## src/sbht_pkg.sv

```systemverilog
`timescale 1ns / 1ps
// Package for the safe boot hold timer: phase codes, register indexes,
// register reset values and the structs shared by the core and the top level.
// No dependencies.
package sbht_pkg;

  localparam int unsigned TIME_W  = 16;
  localparam int unsigned IMAGE_W = 4;
  localparam int unsigned CFG_INDEX_W = 3;
  localparam int unsigned CFG_DATA_W  = 16;

  localparam logic [IMAGE_W-1:0] FACTORY_IMAGE_CODE = 4'd0;

  typedef enum logic [2:0] {
    PH_IDLE = 3'd0,
    PH_WAIT = 3'd1,
    PH_S1   = 3'd2,
    PH_S2   = 3'd3,
    PH_S3   = 3'd4
  } phase_t;

  typedef enum logic [CFG_INDEX_W-1:0] {
    REG_START_WAIT         = 3'd0,
    REG_STAGE_ONE_TIME     = 3'd1,
    REG_STAGE_ONE_PERIOD   = 3'd2,
    REG_STAGE_TWO_TIME     = 3'd3,
    REG_STAGE_TWO_PERIOD   = 3'd4,
    REG_STAGE_THREE_TIME   = 3'd5,
    REG_STAGE_THREE_PERIOD = 3'd6,
    REG_PREVIOUS_IMAGE     = 3'd7
  } reg_index_t;

  localparam logic [TIME_W-1:0] START_WAIT_RST         = 16'd100;
  localparam logic [TIME_W-1:0] STAGE_ONE_TIME_RST     = 16'd3000;
  localparam logic [TIME_W-1:0] STAGE_ONE_PERIOD_RST   = 16'd500;
  localparam logic [TIME_W-1:0] STAGE_TWO_TIME_RST     = 16'd3000;
  localparam logic [TIME_W-1:0] STAGE_TWO_PERIOD_RST   = 16'd250;
  localparam logic [TIME_W-1:0] STAGE_THREE_TIME_RST   = 16'd1500;
  localparam logic [TIME_W-1:0] STAGE_THREE_PERIOD_RST = 16'd100;
  localparam logic [IMAGE_W-1:0] PREVIOUS_IMAGE_RST    = 4'd0;

  typedef struct packed {
    logic [TIME_W-1:0]  start_wait;
    logic [TIME_W-1:0]  stage_one_time;
    logic [TIME_W-1:0]  stage_one_period;
    logic [TIME_W-1:0]  stage_two_time;
    logic [TIME_W-1:0]  stage_two_period;
    logic [TIME_W-1:0]  stage_three_time;
    logic [TIME_W-1:0]  stage_three_period;
    logic [IMAGE_W-1:0] previous_image;
  } cfg_t;

  typedef struct packed {
    logic               busy_res;
    logic               led_on;
    logic               done_res;
    logic               safe_boot;
    logic               image_override;
    logic [IMAGE_W-1:0] active_image;
  } result_t;

endpackage

```

## src/sbht_if.sv

```systemverilog
`timescale 1ns / 1ps
// Valid/ready channel interfaces for the safe boot hold timer: one for tick
// items, one for results. Depends on sbht_pkg.
interface sbht_item_if;
  logic valid;
  logic ready;
  logic start_req;
  logic pin_level;

  modport source (output valid, output start_req, output pin_level, input ready);
  modport sink   (input valid, input start_req, input pin_level, output ready);
endinterface

interface sbht_result_if;
  logic                           valid;
  logic                           ready;
  logic                           busy_res;
  logic                           led_on;
  logic                           done_res;
  logic                           safe_boot;
  logic                           image_override;
  logic [sbht_pkg::IMAGE_W-1:0]   active_image;

  modport source (output valid, output busy_res, output led_on, output done_res,
                  output safe_boot, output image_override, output active_image,
                  input ready);
  modport sink   (input valid, input busy_res, input led_on, input done_res,
                  input safe_boot, input image_override, input active_image,
                  output ready);
endinterface

```

## src/sbht_core.sv

```systemverilog
`timescale 1ns / 1ps
// Phase sequencer and blink timing of the safe boot hold timer. Holds the
// check state, advances it once per accepted tick. Depends on sbht_pkg.
module sbht_core #(
  parameter logic [sbht_pkg::IMAGE_W-1:0] FACTORY_IMAGE = sbht_pkg::FACTORY_IMAGE_CODE
) (
  input  logic              clk,
  input  logic              rst,
  input  logic              advance,
  input  logic              start_req,
  input  logic              pin_level,
  input  sbht_pkg::cfg_t    cfg,
  output sbht_pkg::result_t result
);

  sbht_pkg::phase_t                phase, phase_next;
  logic [sbht_pkg::TIME_W-1:0]     period_counter, period_counter_next;
  logic [sbht_pkg::TIME_W-1:0]     stage_elapsed, stage_elapsed_next;
  logic                            led_toggle, led_toggle_next;
  logic                            led_state, led_state_next;
  logic [sbht_pkg::IMAGE_W-1:0]    chosen_image, chosen_image_next;
  logic                            override_flag, override_flag_next;
  logic                            safe_flag, safe_flag_next;
  logic                            done;

  logic [sbht_pkg::TIME_W-1:0]     limit, period, period_eff;
  logic                            force_run, counting, blink, stage_end, wait_over;
  logic [sbht_pkg::TIME_W:0]       elapsed_sum;
  logic [sbht_pkg::TIME_W-1:0]     elapsed_sat;

  always_comb begin
    limit     = cfg.stage_one_time;
    period    = cfg.stage_one_period;
    force_run = 1'b0;
    case (phase)
      sbht_pkg::PH_S2: begin
        limit  = cfg.stage_two_time;
        period = cfg.stage_two_period;
      end
      sbht_pkg::PH_S3: begin
        limit     = cfg.stage_three_time;
        period    = cfg.stage_three_period;
        force_run = 1'b1;
      end
      default: begin
        limit  = cfg.stage_one_time;
        period = cfg.stage_one_period;
      end
    endcase
  end

  assign period_eff  = (period == '0) ? sbht_pkg::TIME_W'(1) : period;
  assign counting    = (period_counter != '0);
  assign blink       = !counting && (force_run || pin_level) && (stage_elapsed < limit);
  assign stage_end   = !counting && !blink;
  assign wait_over   = (period_counter <= sbht_pkg::TIME_W'(1));
  assign elapsed_sum = {1'b0, stage_elapsed} + {1'b0, period_eff};
  assign elapsed_sat = elapsed_sum[sbht_pkg::TIME_W] ? '1 : elapsed_sum[sbht_pkg::TIME_W-1:0];

  // next phase
  always_comb begin
    phase_next = phase;
    case (phase)
      sbht_pkg::PH_WAIT: begin
        if (wait_over) phase_next = pin_level ? sbht_pkg::PH_S1 : sbht_pkg::PH_IDLE;
      end
      sbht_pkg::PH_S1: begin
        if (stage_end) phase_next = pin_level ? sbht_pkg::PH_S2 : sbht_pkg::PH_IDLE;
      end
      sbht_pkg::PH_S2: begin
        if (stage_end) phase_next = pin_level ? sbht_pkg::PH_S3 : sbht_pkg::PH_IDLE;
      end
      sbht_pkg::PH_S3: begin
        if (stage_end) phase_next = sbht_pkg::PH_IDLE;
      end
      default: begin
        phase_next = (start_req && pin_level) ? sbht_pkg::PH_WAIT : sbht_pkg::PH_IDLE;
      end
    endcase
  end

  // counters, LED and outcome
  always_comb begin
    period_counter_next = period_counter;
    stage_elapsed_next  = stage_elapsed;
    led_toggle_next     = led_toggle;
    led_state_next      = led_state;
    chosen_image_next   = chosen_image;
    override_flag_next  = override_flag;
    safe_flag_next      = safe_flag;
    done                = 1'b0;
    case (phase)
      sbht_pkg::PH_WAIT: begin
        if (!wait_over) begin
          period_counter_next = period_counter - 1'b1;
        end else if (pin_level) begin
          period_counter_next = '0;
          stage_elapsed_next  = '0;
        end else begin
          done = 1'b1;
        end
      end
      sbht_pkg::PH_S1, sbht_pkg::PH_S2, sbht_pkg::PH_S3: begin
        if (counting) begin
          period_counter_next = period_counter - 1'b1;
        end else if (blink) begin
          led_state_next      = led_toggle;
          led_toggle_next     = !led_toggle;
          period_counter_next = period_eff - 1'b1;
          stage_elapsed_next  = elapsed_sat;
        end else if (pin_level && phase != sbht_pkg::PH_S3) begin
          chosen_image_next   = (phase == sbht_pkg::PH_S1) ? cfg.previous_image : FACTORY_IMAGE;
          override_flag_next  = 1'b1;
          period_counter_next = '0;
          stage_elapsed_next  = '0;
        end else begin
          led_state_next = 1'b0;
          safe_flag_next = 1'b1;
          done           = 1'b1;
        end
      end
      default: begin
        if (start_req) begin
          safe_flag_next     = 1'b0;
          override_flag_next = 1'b0;
          chosen_image_next  = '0;
          if (pin_level) period_counter_next = cfg.start_wait;
          else done = 1'b1;
        end
      end
    endcase
  end

  always_ff @(posedge clk) begin
    if (rst) begin
      phase          <= sbht_pkg::PH_IDLE;
      period_counter <= '0;
      stage_elapsed  <= '0;
      led_toggle     <= 1'b1;
      led_state      <= 1'b0;
      chosen_image   <= '0;
      override_flag  <= 1'b0;
      safe_flag      <= 1'b0;
    end else if (advance) begin
      phase          <= phase_next;
      period_counter <= period_counter_next;
      stage_elapsed  <= stage_elapsed_next;
      led_toggle     <= led_toggle_next;
      led_state      <= led_state_next;
      chosen_image   <= chosen_image_next;
      override_flag  <= override_flag_next;
      safe_flag      <= safe_flag_next;
    end
  end

  assign result.busy_res       = (phase_next != sbht_pkg::PH_IDLE);
  assign result.led_on         = led_state_next;
  assign result.done_res       = done;
  assign result.safe_boot      = safe_flag_next;
  assign result.image_override = override_flag_next;
  assign result.active_image   = chosen_image_next;

endmodule

```

## src/safe_boot_hold_timer_top.sv

```systemverilog
`timescale 1ns / 1ps
// Top level of the safe boot hold timer: configuration registers, tick
// channel, result register. Depends on sbht_pkg, sbht_if and sbht_core.
// Each tick transaction (one millisecond of time) yields exactly one result
// transaction. The block takes a tick in every cycle while the result register
// is free: the state update is one pass of logic from the state registers to
// the result register, so a tick is accepted whenever the result register is
// empty or being emptied in the same cycle, and its result appears in the cycle
// after acceptance. The user must write registers through the write port only
// while no check is running; the block does not enforce this. After reset they
// hold the default timing (100 ms start wait, 3 s / 500 ms stage one, 3 s /
// 250 ms stage two, 1.5 s / 100 ms stage three, previous image 0).
module safe_boot_hold_timer_top #(
  parameter logic [sbht_pkg::IMAGE_W-1:0] FACTORY_IMAGE = sbht_pkg::FACTORY_IMAGE_CODE
) (
  input  logic                               clk,
  input  logic                               rst,
  sbht_item_if.sink                          item,
  sbht_result_if.source                      result,
  input  logic                               write_en,
  input  logic [sbht_pkg::CFG_INDEX_W-1:0]   write_index,
  input  logic [sbht_pkg::CFG_DATA_W-1:0]    write_data
);

  sbht_pkg::cfg_t    cfg;
  sbht_pkg::result_t core_result;
  sbht_pkg::result_t result_reg;
  logic              result_valid;
  logic              accept;

  always_ff @(posedge clk) begin
    if (rst) begin
      cfg.start_wait         <= sbht_pkg::START_WAIT_RST;
      cfg.stage_one_time     <= sbht_pkg::STAGE_ONE_TIME_RST;
      cfg.stage_one_period   <= sbht_pkg::STAGE_ONE_PERIOD_RST;
      cfg.stage_two_time     <= sbht_pkg::STAGE_TWO_TIME_RST;
      cfg.stage_two_period   <= sbht_pkg::STAGE_TWO_PERIOD_RST;
      cfg.stage_three_time   <= sbht_pkg::STAGE_THREE_TIME_RST;
      cfg.stage_three_period <= sbht_pkg::STAGE_THREE_PERIOD_RST;
      cfg.previous_image     <= sbht_pkg::PREVIOUS_IMAGE_RST;
    end else if (write_en) begin
      case (sbht_pkg::reg_index_t'(write_index))
        sbht_pkg::REG_START_WAIT:         cfg.start_wait         <= write_data;
        sbht_pkg::REG_STAGE_ONE_TIME:     cfg.stage_one_time     <= write_data;
        sbht_pkg::REG_STAGE_ONE_PERIOD:   cfg.stage_one_period   <= write_data;
        sbht_pkg::REG_STAGE_TWO_TIME:     cfg.stage_two_time     <= write_data;
        sbht_pkg::REG_STAGE_TWO_PERIOD:   cfg.stage_two_period   <= write_data;
        sbht_pkg::REG_STAGE_THREE_TIME:   cfg.stage_three_time   <= write_data;
        sbht_pkg::REG_STAGE_THREE_PERIOD: cfg.stage_three_period <= write_data;
        sbht_pkg::REG_PREVIOUS_IMAGE:
          cfg.previous_image <= write_data[sbht_pkg::IMAGE_W-1:0];
        default: ;
      endcase
    end
  end

  assign item.ready = !rst && (!result_valid || result.ready);
  assign accept     = item.valid && item.ready;

  sbht_core #(
    .FACTORY_IMAGE (FACTORY_IMAGE)
  ) u_core (
    .clk       (clk),
    .rst       (rst),
    .advance   (accept),
    .start_req (item.start_req),
    .pin_level (item.pin_level),
    .cfg       (cfg),
    .result    (core_result)
  );

  always_ff @(posedge clk) begin
    if (rst) begin
      result_valid <= 1'b0;
    end else if (accept) begin
      result_valid <= 1'b1;
    end else if (result.ready) begin
      result_valid <= 1'b0;
    end
  end

  always_ff @(posedge clk) begin
    if (accept) result_reg <= core_result;
  end

  assign result.valid          = result_valid;
  assign result.busy_res       = result_reg.busy_res;
  assign result.led_on         = result_reg.led_on;
  assign result.done_res       = result_reg.done_res;
  assign result.safe_boot      = result_reg.safe_boot;
  assign result.image_override = result_reg.image_override;
  assign result.active_image   = result_reg.active_image;

endmodule

```

## src/flat_wrapper.sv

```systemverilog
// flat-port wrapper written by rule: the top's interface ports become plain ports
module safe_boot_hold_timer_top_flat 
#(
  parameter logic [sbht_pkg::IMAGE_W-1:0] FACTORY_IMAGE = sbht_pkg::FACTORY_IMAGE_CODE
)
  (clk, rst, write_en, write_index, write_data, item_valid, item_start_req, item_pin_level, item_ready, result_valid, result_busy_res, result_led_on, result_done_res, result_safe_boot, result_image_override, result_active_image, result_ready);
  sbht_item_if item_i ();
  sbht_result_if result_i ();
  input  logic clk;
  input  logic rst;
  input  logic write_en;
  input  logic [sbht_pkg::CFG_INDEX_W-1:0] write_index;
  input  logic [sbht_pkg::CFG_DATA_W-1:0] write_data;
  input wire logic [$bits(item_i.valid)-1:0] item_valid;
  input wire logic [$bits(item_i.start_req)-1:0] item_start_req;
  input wire logic [$bits(item_i.pin_level)-1:0] item_pin_level;
  output wire logic [$bits(item_i.ready)-1:0] item_ready;
  output wire logic [$bits(result_i.valid)-1:0] result_valid;
  output wire logic [$bits(result_i.busy_res)-1:0] result_busy_res;
  output wire logic [$bits(result_i.led_on)-1:0] result_led_on;
  output wire logic [$bits(result_i.done_res)-1:0] result_done_res;
  output wire logic [$bits(result_i.safe_boot)-1:0] result_safe_boot;
  output wire logic [$bits(result_i.image_override)-1:0] result_image_override;
  output wire logic [$bits(result_i.active_image)-1:0] result_active_image;
  input wire logic [$bits(result_i.ready)-1:0] result_ready;
  assign item_i.valid = item_valid;
  assign item_i.start_req = item_start_req;
  assign item_i.pin_level = item_pin_level;
  assign item_ready = item_i.ready;
  assign result_valid = result_i.valid;
  assign result_busy_res = result_i.busy_res;
  assign result_led_on = result_i.led_on;
  assign result_done_res = result_i.done_res;
  assign result_safe_boot = result_i.safe_boot;
  assign result_image_override = result_i.image_override;
  assign result_active_image = result_i.active_image;
  assign result_i.ready = result_ready;
  safe_boot_hold_timer_top #(.FACTORY_IMAGE(FACTORY_IMAGE)) u_core (.clk(clk), .rst(rst), .item(item_i), .result(result_i), .write_en(write_en), .write_index(write_index), .write_data(write_data));
endmodule
```

## config.mk

```make
export PLATFORM = sky130hd
export DESIGN_NAME = safe_boot_hold_timer_top_flat
export DESIGN_NICKNAME = d
export VERILOG_FILES = /design/src/sbht_pkg.sv /design/src/sbht_if.sv /design/src/sbht_core.sv /design/src/safe_boot_hold_timer_top.sv /design/src/flat_wrapper.sv
export SDC_FILE = /design/constraint.sdc
export NUM_CORES = 1
export LEC_CHECK = 0
export ABC_AREA = 1
export BUFFER_PORTS_ARGS = -buffer_cell sky130_fd_sc_hd__buf_2
export CAP_MARGIN = 20
export CORE_MARGIN = 3
export CORE_UTILIZATION = 43
export CTS_BUF_LIST = sky130_fd_sc_hd__clkbuf_16
export DETAILED_ROUTE_END_ITERATION = 16
export HOLD_SLACK_MARGIN = 0.15
export SKIP_CTS_REPAIR_TIMING = 1
export SLEW_MARGIN = 20
export SYNTH_ARGS = -nofsm -noshare
export SYNTH_HDL_FRONTEND = slang
export SYNTH_SLANG_ARGS = --single-unit
export TNS_END_PERCENT = 1
```

## constraint.sdc

```tcl
create_clock -name clk -period 5.5 [get_ports clk]
set_input_delay 0.825 -clock clk [delete_from_list [all_inputs] [get_ports clk]]
set_output_delay 0.825 -clock clk [all_outputs]
set_load 0.02 [all_outputs]
```

=== After elaboration in Yosys (flattened, before gate mapping) ===
Index checks and enable logic that the tools add are counted.

* Flip-flop bits (word level): 169
* Input port bits: 26
* Word-level logic and storage cells: 136
* Output and inout port bits: 11

* Order comparisons: 2
* Equality and inequality tests: 18
* Reductions and logical operators: 34
* Multiplexer cells: 55
* Bitwise operators: 1
* $add $sub $neg: 3

{| class="wikitable"
|+ Operators with widths
! kind !! count
|-
| 16-bit two-way mux || 12
|-
| 16-bit one-hot mux with 2 select lines || 4
|-
| 16-bit by 1-bit subtractor with 16-bit output (second input constant) || 2
|-
| 1-bit two-way mux || 22
|-
| 4-bit two-way mux || 5
|-
| 16-bit by 16-bit adder with 17-bit output || 1
|-
| 16-bit by 1-bit <= comparator with 1-bit output (second input constant) || 1
|-
| 16-bit logical NOT || 1
|-
| 16-bit less-than comparator || 1
|-
| 2-bit AND reduction || 8
|-
| 16-bit nonzero test || 1
|-
| 3-bit == test (second input constant) || 5
|-
| 3-bit two-way mux || 5
|-
| 3-bit by 2-bit == test with 1-bit output (second input constant) || 4
|-
| 3-bit one-hot mux with 4 select lines || 1
|-
| 3-bit != test (second input constant) || 3
|-
| 3-bit nonzero test || 3
|-
| 4-bit one-hot mux with 2 select lines || 1
|-
| 1-bit logical AND || 7
|-
| 3-bit by 1-bit == test with 1-bit output (second input constant) || 2
|-
| 2-bit != test (second input constant) || 3
|-
| 1-bit one-hot mux with 2 select lines || 3
|-
| 6-bit AND reduction || 1
|-
| 1-bit logical NOT || 5
|-
| 9 further kinds || 12
|}

=== Longest topological paths before layout ===
Gate-level depths: netlist of the first run.

* Depth in word-level cells: 10
* Gate-level depth with buffers: 26
* Gate-level depth less buffers: 24

=== By module ===
A second synthesis of the first run with hierarchy kept.

* Cells, all modules: 1525
* Area, all modules: 10002.1 um^2

{| class="wikitable"
|+ By module, submodules not included
! module !! cells an instance !! sequential area each (um^2) !! instances !! area each (um^2)
|-
| sbht_core || 888 || 860.8 || 1 || 5223.8
|-
| safe_boot_hold_timer_top || 637 || 2612.5 || 1 || 4778.3
|}

=== Worst setup path after synthesis of the first run ===
No wires, ideal clock.

* Path type: register to register
* From: register u_core.u_core.phase[1]
* To: register u_core.u_core.period_counter[7] (netlist bit)
* Clock period less this slack: 3.183 ns
* Buffers on the path: 4
* Arrival: 3.066 ns
* Path slack: 2.317 ns
* Data required time: 5.383 ns
* Setup time: 0.117 ns
* Cell stages (with the launch flop): 23
* Cell sequence: dfxtp_1 buf_4 nor2_4 nand2_4 inv_4 buf_6 clkbuf_1 a22o_1 a21oi_1 ha_1 nand2_1 inv_1 nand3_1 a21oi_1 inv_1 o21ai_0 nor4_2 nand2_2 nand3_2 nand2_4 buf_4 nor3_1 nor2_1

* Longest elaborated chain between the ends: 8
* Elaborated cells on any way between the ends: 25
* Classes of those cells: add/sub: 1; order compare: 1; eq/ne: 7; mux: 7; reduce/logical: 9

{| class="wikitable"
|+ Ends and longest elaborated chain
! item !! line !! RTL
|-
| start: declaration || sbht_core.sv:16 || <nowiki>sbht_pkg::phase_t phase, phase_next;</nowiki>
|-
| start signal: assignment || sbht_core.sv:136 || <nowiki>phase <= sbht_pkg::PH_IDLE;</nowiki>
|-
| start signal: assignment || sbht_core.sv:145 || <nowiki>phase <= phase_next;</nowiki>
|-
| 3-bit == test or 3-bit by 2-bit == test with 1-bit output (tied branches) || sbht_core.sv:35, sbht_core.sv:92 ||
|-
| 16-bit one-hot mux with 2 select lines or 1-bit two-way mux (tied branches) || sbht_core.sv:35 || <nowiki>case (phase)</nowiki>
|-
| 16-bit logical NOT or 1-bit logical OR (tied branches) || sbht_core.sv:52, sbht_core.sv:54 ||
|-
| 16-bit two-way mux or 1-bit logical AND (tied branches) || sbht_core.sv:52, sbht_core.sv:54 ||
|-
| 16-bit by 1-bit subtractor with 16-bit output or 1-bit logical AND (tied branches) || sbht_core.sv:109, sbht_core.sv:54 ||
|-
| 16-bit two-way mux || sbht_core.sv:106 || <nowiki>end else if (blink) begin</nowiki>
|-
| 16-bit two-way mux || sbht_core.sv:104 || <nowiki>if (counting) begin</nowiki>
|-
| 16-bit one-hot mux with 2 select lines || sbht_core.sv:92 || <nowiki>case (phase)</nowiki>
|-
| end signal: assignment || sbht_core.sv:146 || <nowiki>period_counter <= period_counter_next;</nowiki>
|-
| end: declaration || sbht_core.sv:17 || <nowiki>logic [sbht_pkg::TIME_W-1:0] period_counter, period_counter_next;</nowiki>
|}

Parallel ways exist; a longest one is shown, timed or not.
A chain may end at the register's enable or synchronous reset.

=== Final worst setup path of the first run ===
* From: register u_core.u_core.phase[0]
* To: register u_core.u_core.stage_elapsed[15] (netlist bit)

* Longest elaborated chain between the ends: 9
* Elaborated cells on any way between the ends: 27
* Classes of those cells: add/sub: 1; order compare: 1; eq/ne: 9; mux: 8; reduce/logical: 8

{| class="wikitable"
|+ Ends and longest elaborated chain
! item !! line !! RTL
|-
| 3-bit == test or 3-bit by 2-bit == test with 1-bit output (tied branches) || sbht_core.sv:35, sbht_core.sv:92 ||
|-
| 16-bit one-hot mux with 2 select lines || sbht_core.sv:35 ||
|-
| 16-bit logical NOT || sbht_core.sv:52 || <nowiki>assign period_eff = (period == '0) ? sbht_pkg::TIME_W'(1) : period;</nowiki>
|-
| 16-bit two-way mux || sbht_core.sv:52 ||
|-
| 16-bit by 16-bit adder with 17-bit output || sbht_core.sv:57 || <nowiki>assign elapsed_sum = {1'b0, stage_elapsed} + {1'b0, period_eff};</nowiki>
|-
| 16-bit two-way mux || sbht_core.sv:58 || <nowiki>assign elapsed_sat = elapsed_sum[sbht_pkg::TIME_W] ? '1 : elapsed_sum[sbht_pkg::TIME_W-1:0];</nowiki>
|-
| 16-bit two-way mux || sbht_core.sv:106 ||
|-
| 16-bit two-way mux || sbht_core.sv:104 ||
|-
| 16-bit one-hot mux with 2 select lines || sbht_core.sv:92 ||
|-
| end signal: assignment || sbht_core.sv:147 || <nowiki>stage_elapsed <= stage_elapsed_next;</nowiki>
|-
| end: declaration || sbht_core.sv:18 || <nowiki>logic [sbht_pkg::TIME_W-1:0] stage_elapsed, stage_elapsed_next;</nowiki>
|}

Parallel ways exist; a longest one is shown, timed or not. The select of a mux whose other input is x is not followed.

==> results of run 1 <==
[power by group]
| part | switching, mW | internal (mW) |
|---|---|---|
| Clock | 0.595 | 0.681 |
| Combinational | 0.502 | 0.211 |
| Sequential | 0.0383 | 1.29 |
[sequential cells by signal (all words and copies together) (netlist names), 3 cells and up]
signal / cells
u_core.u_core.chosen_image: 4
u_core.result.active_image: 4
u_core.cfg: 116
u_core.u_core.phase: 3
u_core.u_core.stage_elapsed: 16
u_core.u_core.period_counter: 16
[stage by stage]
stage / instance area (sq um) / worst slack [ns] / cells / total power [mW] / hold WS, ns
floorplan: 9330 / 2.32 / 1349 / 1.86 / 0.425
global placement: 9670 / 1.17 / 1615 / 2.05 / 0.438
detailed placement: 9670 / 1.11 / 1615 / 2.05 / 0.442
CTS: 10300 / 1.09 / 1647 / 3.32 / 0.455
global route: 10300 / 0.572 / 1647 / 3.47 / 0.473
finish: 10300 / 1.02 / 1647 / 3.32 / 0.453
[worst max path at each step]
stage / startpoint / cells past startpoint / end
2_1_floorplan: u_core.u_core.phase[1] / 22 / u_core.u_core.period_counter[7]
3_3_place_gp: u_core.u_core.phase[0] / 23 / u_core.u_core.stage_elapsed[15]
3_5_place_dp: u_core.u_core.phase[0] / 23 / u_core.u_core.stage_elapsed[15]
4_1_cts: u_core.u_core.phase[0] / 23 / u_core.u_core.stage_elapsed[15]
5_1_grt: u_core.u_core.phase[0] / 23 / u_core.u_core.stage_elapsed[15]
6_report: u_core.u_core.phase[0] / 23 / u_core.u_core.stage_elapsed[15]
[Yosys cell counts, types with 4 or more instances]
cell type	number
a211oi_1	4
a21oi_1	92
a22o_1	15
buf_2	4
buf_4	5
clkbuf_1	39
clkinv_1	5
dfxtp_1	160
edfxtp_1	9
ha_1	35
inv_1	92
inv_2	8
inv_4	4
nand2_1	254
nand2_2	9
nand3_1	108
nand4_1	12
nor2_1	241
nor2_2	8
nor2_4	5
nor3_1	8
nor4_1	5
o211ai_1	9
o21ai_0	129
o21ai_1	14
xnor2_1	7
xor2_1	24
[per-layer routing]
metal  track usage  up-vias
met3        0.0433       46
met1         0.354     4113
li1              -     4498
met2         0.407      264
met4        0.0742        0
met5             0        -
[critical path, stage by stage (launching register included)]
cell      delay, ns
dfxtp_1        0.49
nor2_4         0.41
nand2_4        0.15
nand2_2        0.23
inv_2          0.23
nand2_1        0.13
nand2_1        0.14
nor2_1         0.19
nand2_1        0.08
nor2_1         0.14
nand2_2        0.10
nand2_4        0.11
ha_1           0.22
nand3_1        0.09
nand2_1        0.16
nand2_1        0.07
o211ai_1       0.15
a21boi_0       0.20
o21ai_0        0.44
nand4_1        0.21
a21o_1         0.20
nand3_1        0.06
nand2_1        0.05
a21oi_1        0.13
[cells by family (layout without fill, tap and decap cells)]
group,after synthesis,in the layout,synth area share
AND/OR/NAND/NOR,666,666,0.310
adder cells (fa/ha/maj),36,36,0.0491
XOR/XNOR,31,31,0.0291
flip-flops,169,169,0.372
AO/OA/AOI/OAI,284,284,0.168
buffers and inverters,163,186,0.0718
[cell type report]
cell class	count	area, sq um
Clock buffer	18	450
Fill cell	2196	10900
Sequential cell	169	3470
Timing Repair Buffer	45	248
Clock inverter	14	174
Inverter	109	420
Multi-Input combinational cell	1017	5180
Tap cell	275	344
==> summary.txt, run 1 <==
Outcome
  • Status: finished clean

Critical path
  • Setup Crit Path Kind: reg2reg
  • CP startpoint kind: register
  • Worst R2R Path Depth: 23
  • Crit path DAT: ~4.9 ns
  • R2r setup slk: ~1.0 ns
  • Crit. End Element: register
  • Worst R2R Start: u_core.u_core.phase[0]
  • Worst EP required: about 6 ns
  • Reg2Reg Capture Point: u_core.u_core.stage_elapsed[15]
  • Worst-path maximum fanout: 20

Power and ir drop
  • Power density over the cells: 322 nW/um^2
  • VDD IR max: between 0.00015 and 0.0002 V
  • Pleak: 4.74 nW

Floorplan
  • Initial Utilization: 0.441
  • DIE AREA: ~23,000 sq um
  • FP Rows: 53
  • Die Y: 153 um
  • Die X: 153 um
  • Core Region: 21,200 sq um
  • Number of I/O pins: 37

Yosys
  • Net Count, Synth: roughly 1.4k
  • Post-Syn Instances: roughly 1.3k
  • Sequential fraction of the synthesis area: 0.372
  • Fraction of registers with async set/reset: 0
  • Top cells by area, synth: dfxtp_1 (34%), nand2_1 (10%), nor2_1 (9.7%), o21ai_0 (6.9%), nand3_1 (5.8%)
  • Synth top area share: 0.343
  • Synth Warn #: 0
  • Post-synth EDFFs: 9
  • Flops & latches, synth: 169
  • Yosys cell types: 52
  • Synth area leader: dfxtp_1
  • Netlist Area Pre-Place: ~9300 sq um
  • Post-Syn Area per Cell: 6.91 sq um
  • Top_reg_cell synth: dfxtp_1

Global routing
  • GRT Overall Usage: 0.254
  • First-pass GRT wire length: 47,400 um
  • Grt ovf: 0
  • Vias in the first global route: 8,312
  • Initial antenna violation count: 0
  • Largest net degree at the start of global routing: 50

Drt
  • Drt via density: roughly 5.4
  • DR WL/cell: 18.2 um
  • WL met3: 1630 um
  • Initial DRT Pass Iterations: 5
  • Met2 layer wire length in the routed design: approximately 14,000 um
  • Vias: about 8.9k
  • DRC: 0
  • Metal1 wirelength: 13,900 um
  • DRT antenna net count: 0
  • Top layer in use: met4
  • DRT iter0 DRCs: 745
  • Total Wirelength: 30,000 um

Place
  • Placer Congestion: between 0.9 and 1
  • Buffers on Ports: 36
  • HPWL after DPL: 22,000 um

Layout
  • Area Overhead vs Synth: 10.4%
  • Commonest non-fill, non-tap cell in the layout: nand2_1
  • Final net count: 1,421
  • Commonest cells after routing, fill and taps aside: nand2_1 (254), nor2_1 (241), dfxtp_1 (160), o21ai_0 (129), nand3_1 (108)
  • Post-Route Utilization: 0.487
  • Diode count: 0
  • Fraction of layout cells with a size suffix above 1: 0.0926

CTS
  • Clk_lat worst skew: 0.45 ns
  • H-tree depth: 4
  • Num CTS Buffers: 17
  • Worst-path clk slew: roughly 0.07 ns
  • TritonCTS clock tree: built
  • CTS Buffer Depth: 2
  • Sink Count: 169
  • Root buffer cell: clkbuf_16

STA
  • Final hold viol count: 0
  • RSZ-0062 raised after global routing: false
  • Fmax: ~220 MHz
  • Slew Viols, Final: 0
  • Final critical-path required period: ~4.5 ns
  • Slew HR: 0.332
  • Final period util: 0.814
  • Setup Skew: roughly 0.016 ns
  • Setup TNS: 0 ns
  • Final setup fails: 0
  • Actual transition at the worst max-transition pin: 0.998 ns

Worst hold path
  • Hold Path Origin: u_core.cfg[47]
  • Tightest Hold Check Type: reg2reg
  • Hold depth: 2
  • Hold Path End: u_core.cfg[47]

Job
  • MaxCap Viol Count: 0
Note: power is estimated with default switching activity, not from simulation.
==> run 2: changes to the inputs <==
==> constraint.sdc (replaced) <==
create_clock -name clk -period 4.34 [get_ports clk]
set_input_delay 0.651 -clock clk [delete_from_list [all_inputs] [get_ports clk]]
set_output_delay 0.651 -clock clk [all_outputs]
set_load 0.02 [all_outputs]
==> run 2 against run 1 <==
Effect of this change: count of clock-buffer cells in the layout down 1; clock power is 13% higher; power increased by 22%; register-to-register slack got worse by 0.60 ns; combinational power up 26%; critical path depth fell by 2; utilization is 0.21 points lower; maximum frequency is 14% higher.
==> summary.txt, run 2 (synthesized netlist as in run 1, its figures left out) <==
Outcome
  • Status: finished clean (unchanged)

Global routing
  • Grt ovf: 0 (unchanged)
  • First-pass GRT wire length: 46,500 um (was 47,400 um)
  • Initial antenna violation count: 0 (unchanged)
  • GRT Overall Usage: 0.249 (was 0.254)
  • Largest net degree at the start of global routing: 118 (was 50)
  • Vias in the first global route: 8,453 (was 8,312)

Drt
  • Drt via density: 5.45 (was 5.42)
  • Top layer in use: met4 (unchanged)
  • Metal1 wirelength: 13,600 um (was 13,900 um)
  • Vias: 8,998 (was 8,921)
  • Total Wirelength: 29,300 um (was 30,000 um)
  • Met2 layer wire length in the routed design: 13,200 um (was 13,800 um)
  • DRT antenna net count: 0 (unchanged)
  • DR WL/cell: 17.8 um (was 18.2 um)
  • Initial DRT Pass Iterations: 5 (unchanged)
  • WL met3: 1730 um (was 1630 um)
  • DRT iter0 DRCs: 790 (was 745)
  • DRC: 0 (unchanged)

Job
  • MaxCap Viol Count: 0 (unchanged)

CTS
  • Sink Count: 169 (unchanged)
  • Clk_lat worst skew: 0.44 ns (was 0.45 ns)
  • CTS Buffer Depth: 2 (unchanged)
  • H-tree depth: 4 (unchanged)
  • TritonCTS clock tree: built (unchanged)
  • Worst-path clk slew: 0.07 ns (about the same)
  • Root buffer cell: clkbuf_16 (unchanged)
  • Num CTS Buffers: 17 (unchanged)

STA
  • Setup Skew: 0.0150 ns (was 0.0157 ns)
  • Actual transition at the worst max-transition pin: 1.10 ns (was 0.998 ns)
  • Slew Viols, Final: 0 (unchanged)
  • Fmax: 255 MHz (was 223 MHz)
  • RSZ-0062 raised after global routing: false (unchanged)
  • Final setup fails: 0 (unchanged)
  • Final hold viol count: 0 (unchanged)
  • Final critical-path required period: 3.92 ns (was 4.48 ns)
  • Slew HR: 0.265 (was 0.332)
  • Setup TNS: 0 ns (unchanged)
  • Final period util: 0.903 (was 0.814)

Layout
  • Final net count: 1,425 (was 1,421)
  • Diode count: 0 (unchanged)
  • Largest reg by FF count: u_core.cfg (unchanged)
  • Max reg flops: 116 (unchanged)
  • Fraction of layout cells with a size suffix above 1: 0.0938 (was 0.0926)
  • Area Overhead vs Synth: 9.89% (was 10.4%)
  • Commonest non-fill, non-tap cell in the layout: nand2_1 (unchanged)
  • Top flop regs: u_core.cfg (116), u_core.u_core.period_counter (16), u_core.u_core.stage_elapsed (16) (unchanged)
  • Commonest cells after routing, fill and taps aside: nand2_1 (254), nor2_1 (241), dfxtp_1 (160), o21ai_0 (128), nand3_1 (108) (was nand2_1 (254), nor2_1 (241), dfxtp_1 (160), o21ai_0 (129), nand3_1 (108))
  • Post-Route Utilization: 0.485 (was 0.487)

Critical path
  • Top delay family on crit path: simple AND/OR/NAND/NOR gates (unchanged)
  • Most used cell along the critical path: a21oi_1 (was nand2_1)
  • Slowest library cell on the worst path: dfxtp_1 (unchanged)
  • Crit. End Element: register (unchanged)
  • Largest stage delay, worst path: 0.44 ns (was 0.49 ns)
  • Critical path buffers and inverters: 5 (was 1)
  • Stages on worst setup path: 21 (was 23)
  • Worst EP required: 4.67 ns (was 5.87 ns)
  • Worst R2R Path Depth: 21 (was 23)
  • Crit-path cells: nor2_4 -> nand2_4 -> nand2_2 -> inv_2 -> buf_4 -> a21oi_1 -> ha_1 -> nand2_1 -> inv_1 -> o21bai_1 -> a21oi_1 -> inv_1 -> o21ai_0 -> nor4_2 -> nand2_2 -> nand3_2 -> nand2_4 -> inv_4 -> nand2_1 -> a21oi_1 -> nor2_1 (was nor2_4 -> nand2_4 -> nand2_2 -> inv_2 -> nand2_1 -> nand2_1 -> nor2_1 -> nand2_1 -> nor2_1 -> nand2_2 -> nand2_4 -> ha_1 -> nand3_1 -> nand2_1 -> nand2_1 -> o211ai_1 -> a21boi_0 -> o21ai_0 -> nand4_1 -> a21o_1 -> nand3_1 -> nand2_1 -> a21oi_1)
  • Setup Crit Path Kind: reg2reg (unchanged)
  • Crit path DAT: 4.25 ns (was 4.85 ns)
  • CP startpoint kind: register (unchanged)
  • Worst-path maximum fanout: 18 (was 20)

Floorplan
  • FP Rows: 53 (unchanged)
  • Die Y: 153 um (unchanged)
  • Initial Utilization: 0.441 (unchanged)
  • Number of I/O pins: 37 (unchanged)
  • Core Region: 21,200 sq um (unchanged)
  • Die X: 153 um (unchanged)
  • DIE AREA: 23,500 sq um (unchanged)

Worst hold path
  • Hold depth: 3 (was 2)
  • Tightest Hold Check Type: in2reg (was reg2reg)

Power and ir drop
  • Clock share of power: 0.360 (was 0.384)
  • Sw Ratio: 0.343 (was 0.342)
  • Gate power share: 0.222 (was 0.215)
  • P_sw: 1.39 mW (was 1.13 mW)
  • VDD IR max: 0.000234 V (was 0.000161 V)
  • Power share of the sequential group: 0.418 (was 0.401)
  • Internal power: 2.65 mW (was 2.18 mW)
  • Power density over the cells: 394 nW/um^2 (was 322 nW/um^2)
  • Pleak: 4.72 nW (was 4.74 nW)

Place
  • Buffers on Ports: 36 (unchanged)
  • HPWL after DPL: 21,400 um (was 22,000 um)
  • Placer Congestion: 0.978 (was 0.992)
run 2: cell types whose count changed in the layout (fill, tap and decap cells not counted), sizes merged:
cell	change
clkinv	+2
inv	+1
clkinvlp	-1
clkbuf	-1
bufinv	-1
buf	+4
run 2: layout make-up:
class,count,area (sq um)
fill,2156,10900
clock inverter,15,115
multi-input combinational,1017,5190
tap,275,344
timing repair buffer,49,278
clock buffer,17,425
sequential,169,3470
inverter,109,420
run 2: layer usage:
metal,global-route usage,vias up
li1,-,4501
met1,0.343,4164
met2,0.396,269
met3,0.0396,64
met4,0.0882,0
met5,0,-
run 2: metrics by stage:
step | hold WS (ns) | worst slack, ns | power [mW] | area, sq um | std cells
floorplan | 0.425 | 1.16 | 2.35 | 9330 | 1349
global placement | 0.439 | 0.530 | 2.60 | 9700 | 1619
detailed placement | 0.443 | 0.420 | 2.60 | 9700 | 1619
CTS | 0.425 | 0.401 | 4.04 | 10200 | 1651
global route | 0.464 | 0.0727 | 4.22 | 10200 | 1651
finish | 0.441 | 0.421 | 4.04 | 10200 | 1651
run 2: worst reg2reg max path: stages, from the launching register on:
cell,delay (ns)
dfxtp_1,0.44
nor2_4,0.37
nand2_4,0.15
nand2_2,0.22
inv_2,0.11
buf_4,0.20
a21oi_1,0.28
ha_1,0.30
nand2_1,0.06
inv_1,0.04
o21bai_1,0.13
a21oi_1,0.08
inv_1,0.07
o21ai_0,0.14
nor4_2,0.26
nand2_2,0.20
nand3_2,0.15
nand2_4,0.15
inv_4,0.22
nand2_1,0.07
a21oi_1,0.13
nor2_1,0.05
run 2: worst paths after layout:
kind	start	to	slack, ns
setup / recovery	u_core.u_core.phase[1]	u_core.u_core.period_counter[15]	0.42
hold / removal	item_valid	u_core.result.valid	0.44
setup reg to reg	u_core.u_core.phase[1]	u_core.u_core.period_counter[15]	0.42
hold reg to reg	u_core.cfg[101]	u_core.cfg[101]	0.46
run 2: power by group through the flow:
stage | Sequential [mW] | Clock [mW] | Combinational [mW]
finish | 1.69 | 1.45 | 0.897
global route | 1.69 | 1.53 | 0.994
CTS | 1.69 | 1.47 | 0.882
detailed placement | 1.72 | 0 | 0.876
global placement | 1.72 | 0 | 0.876
floorplan | 1.71 | 0 | 0.639
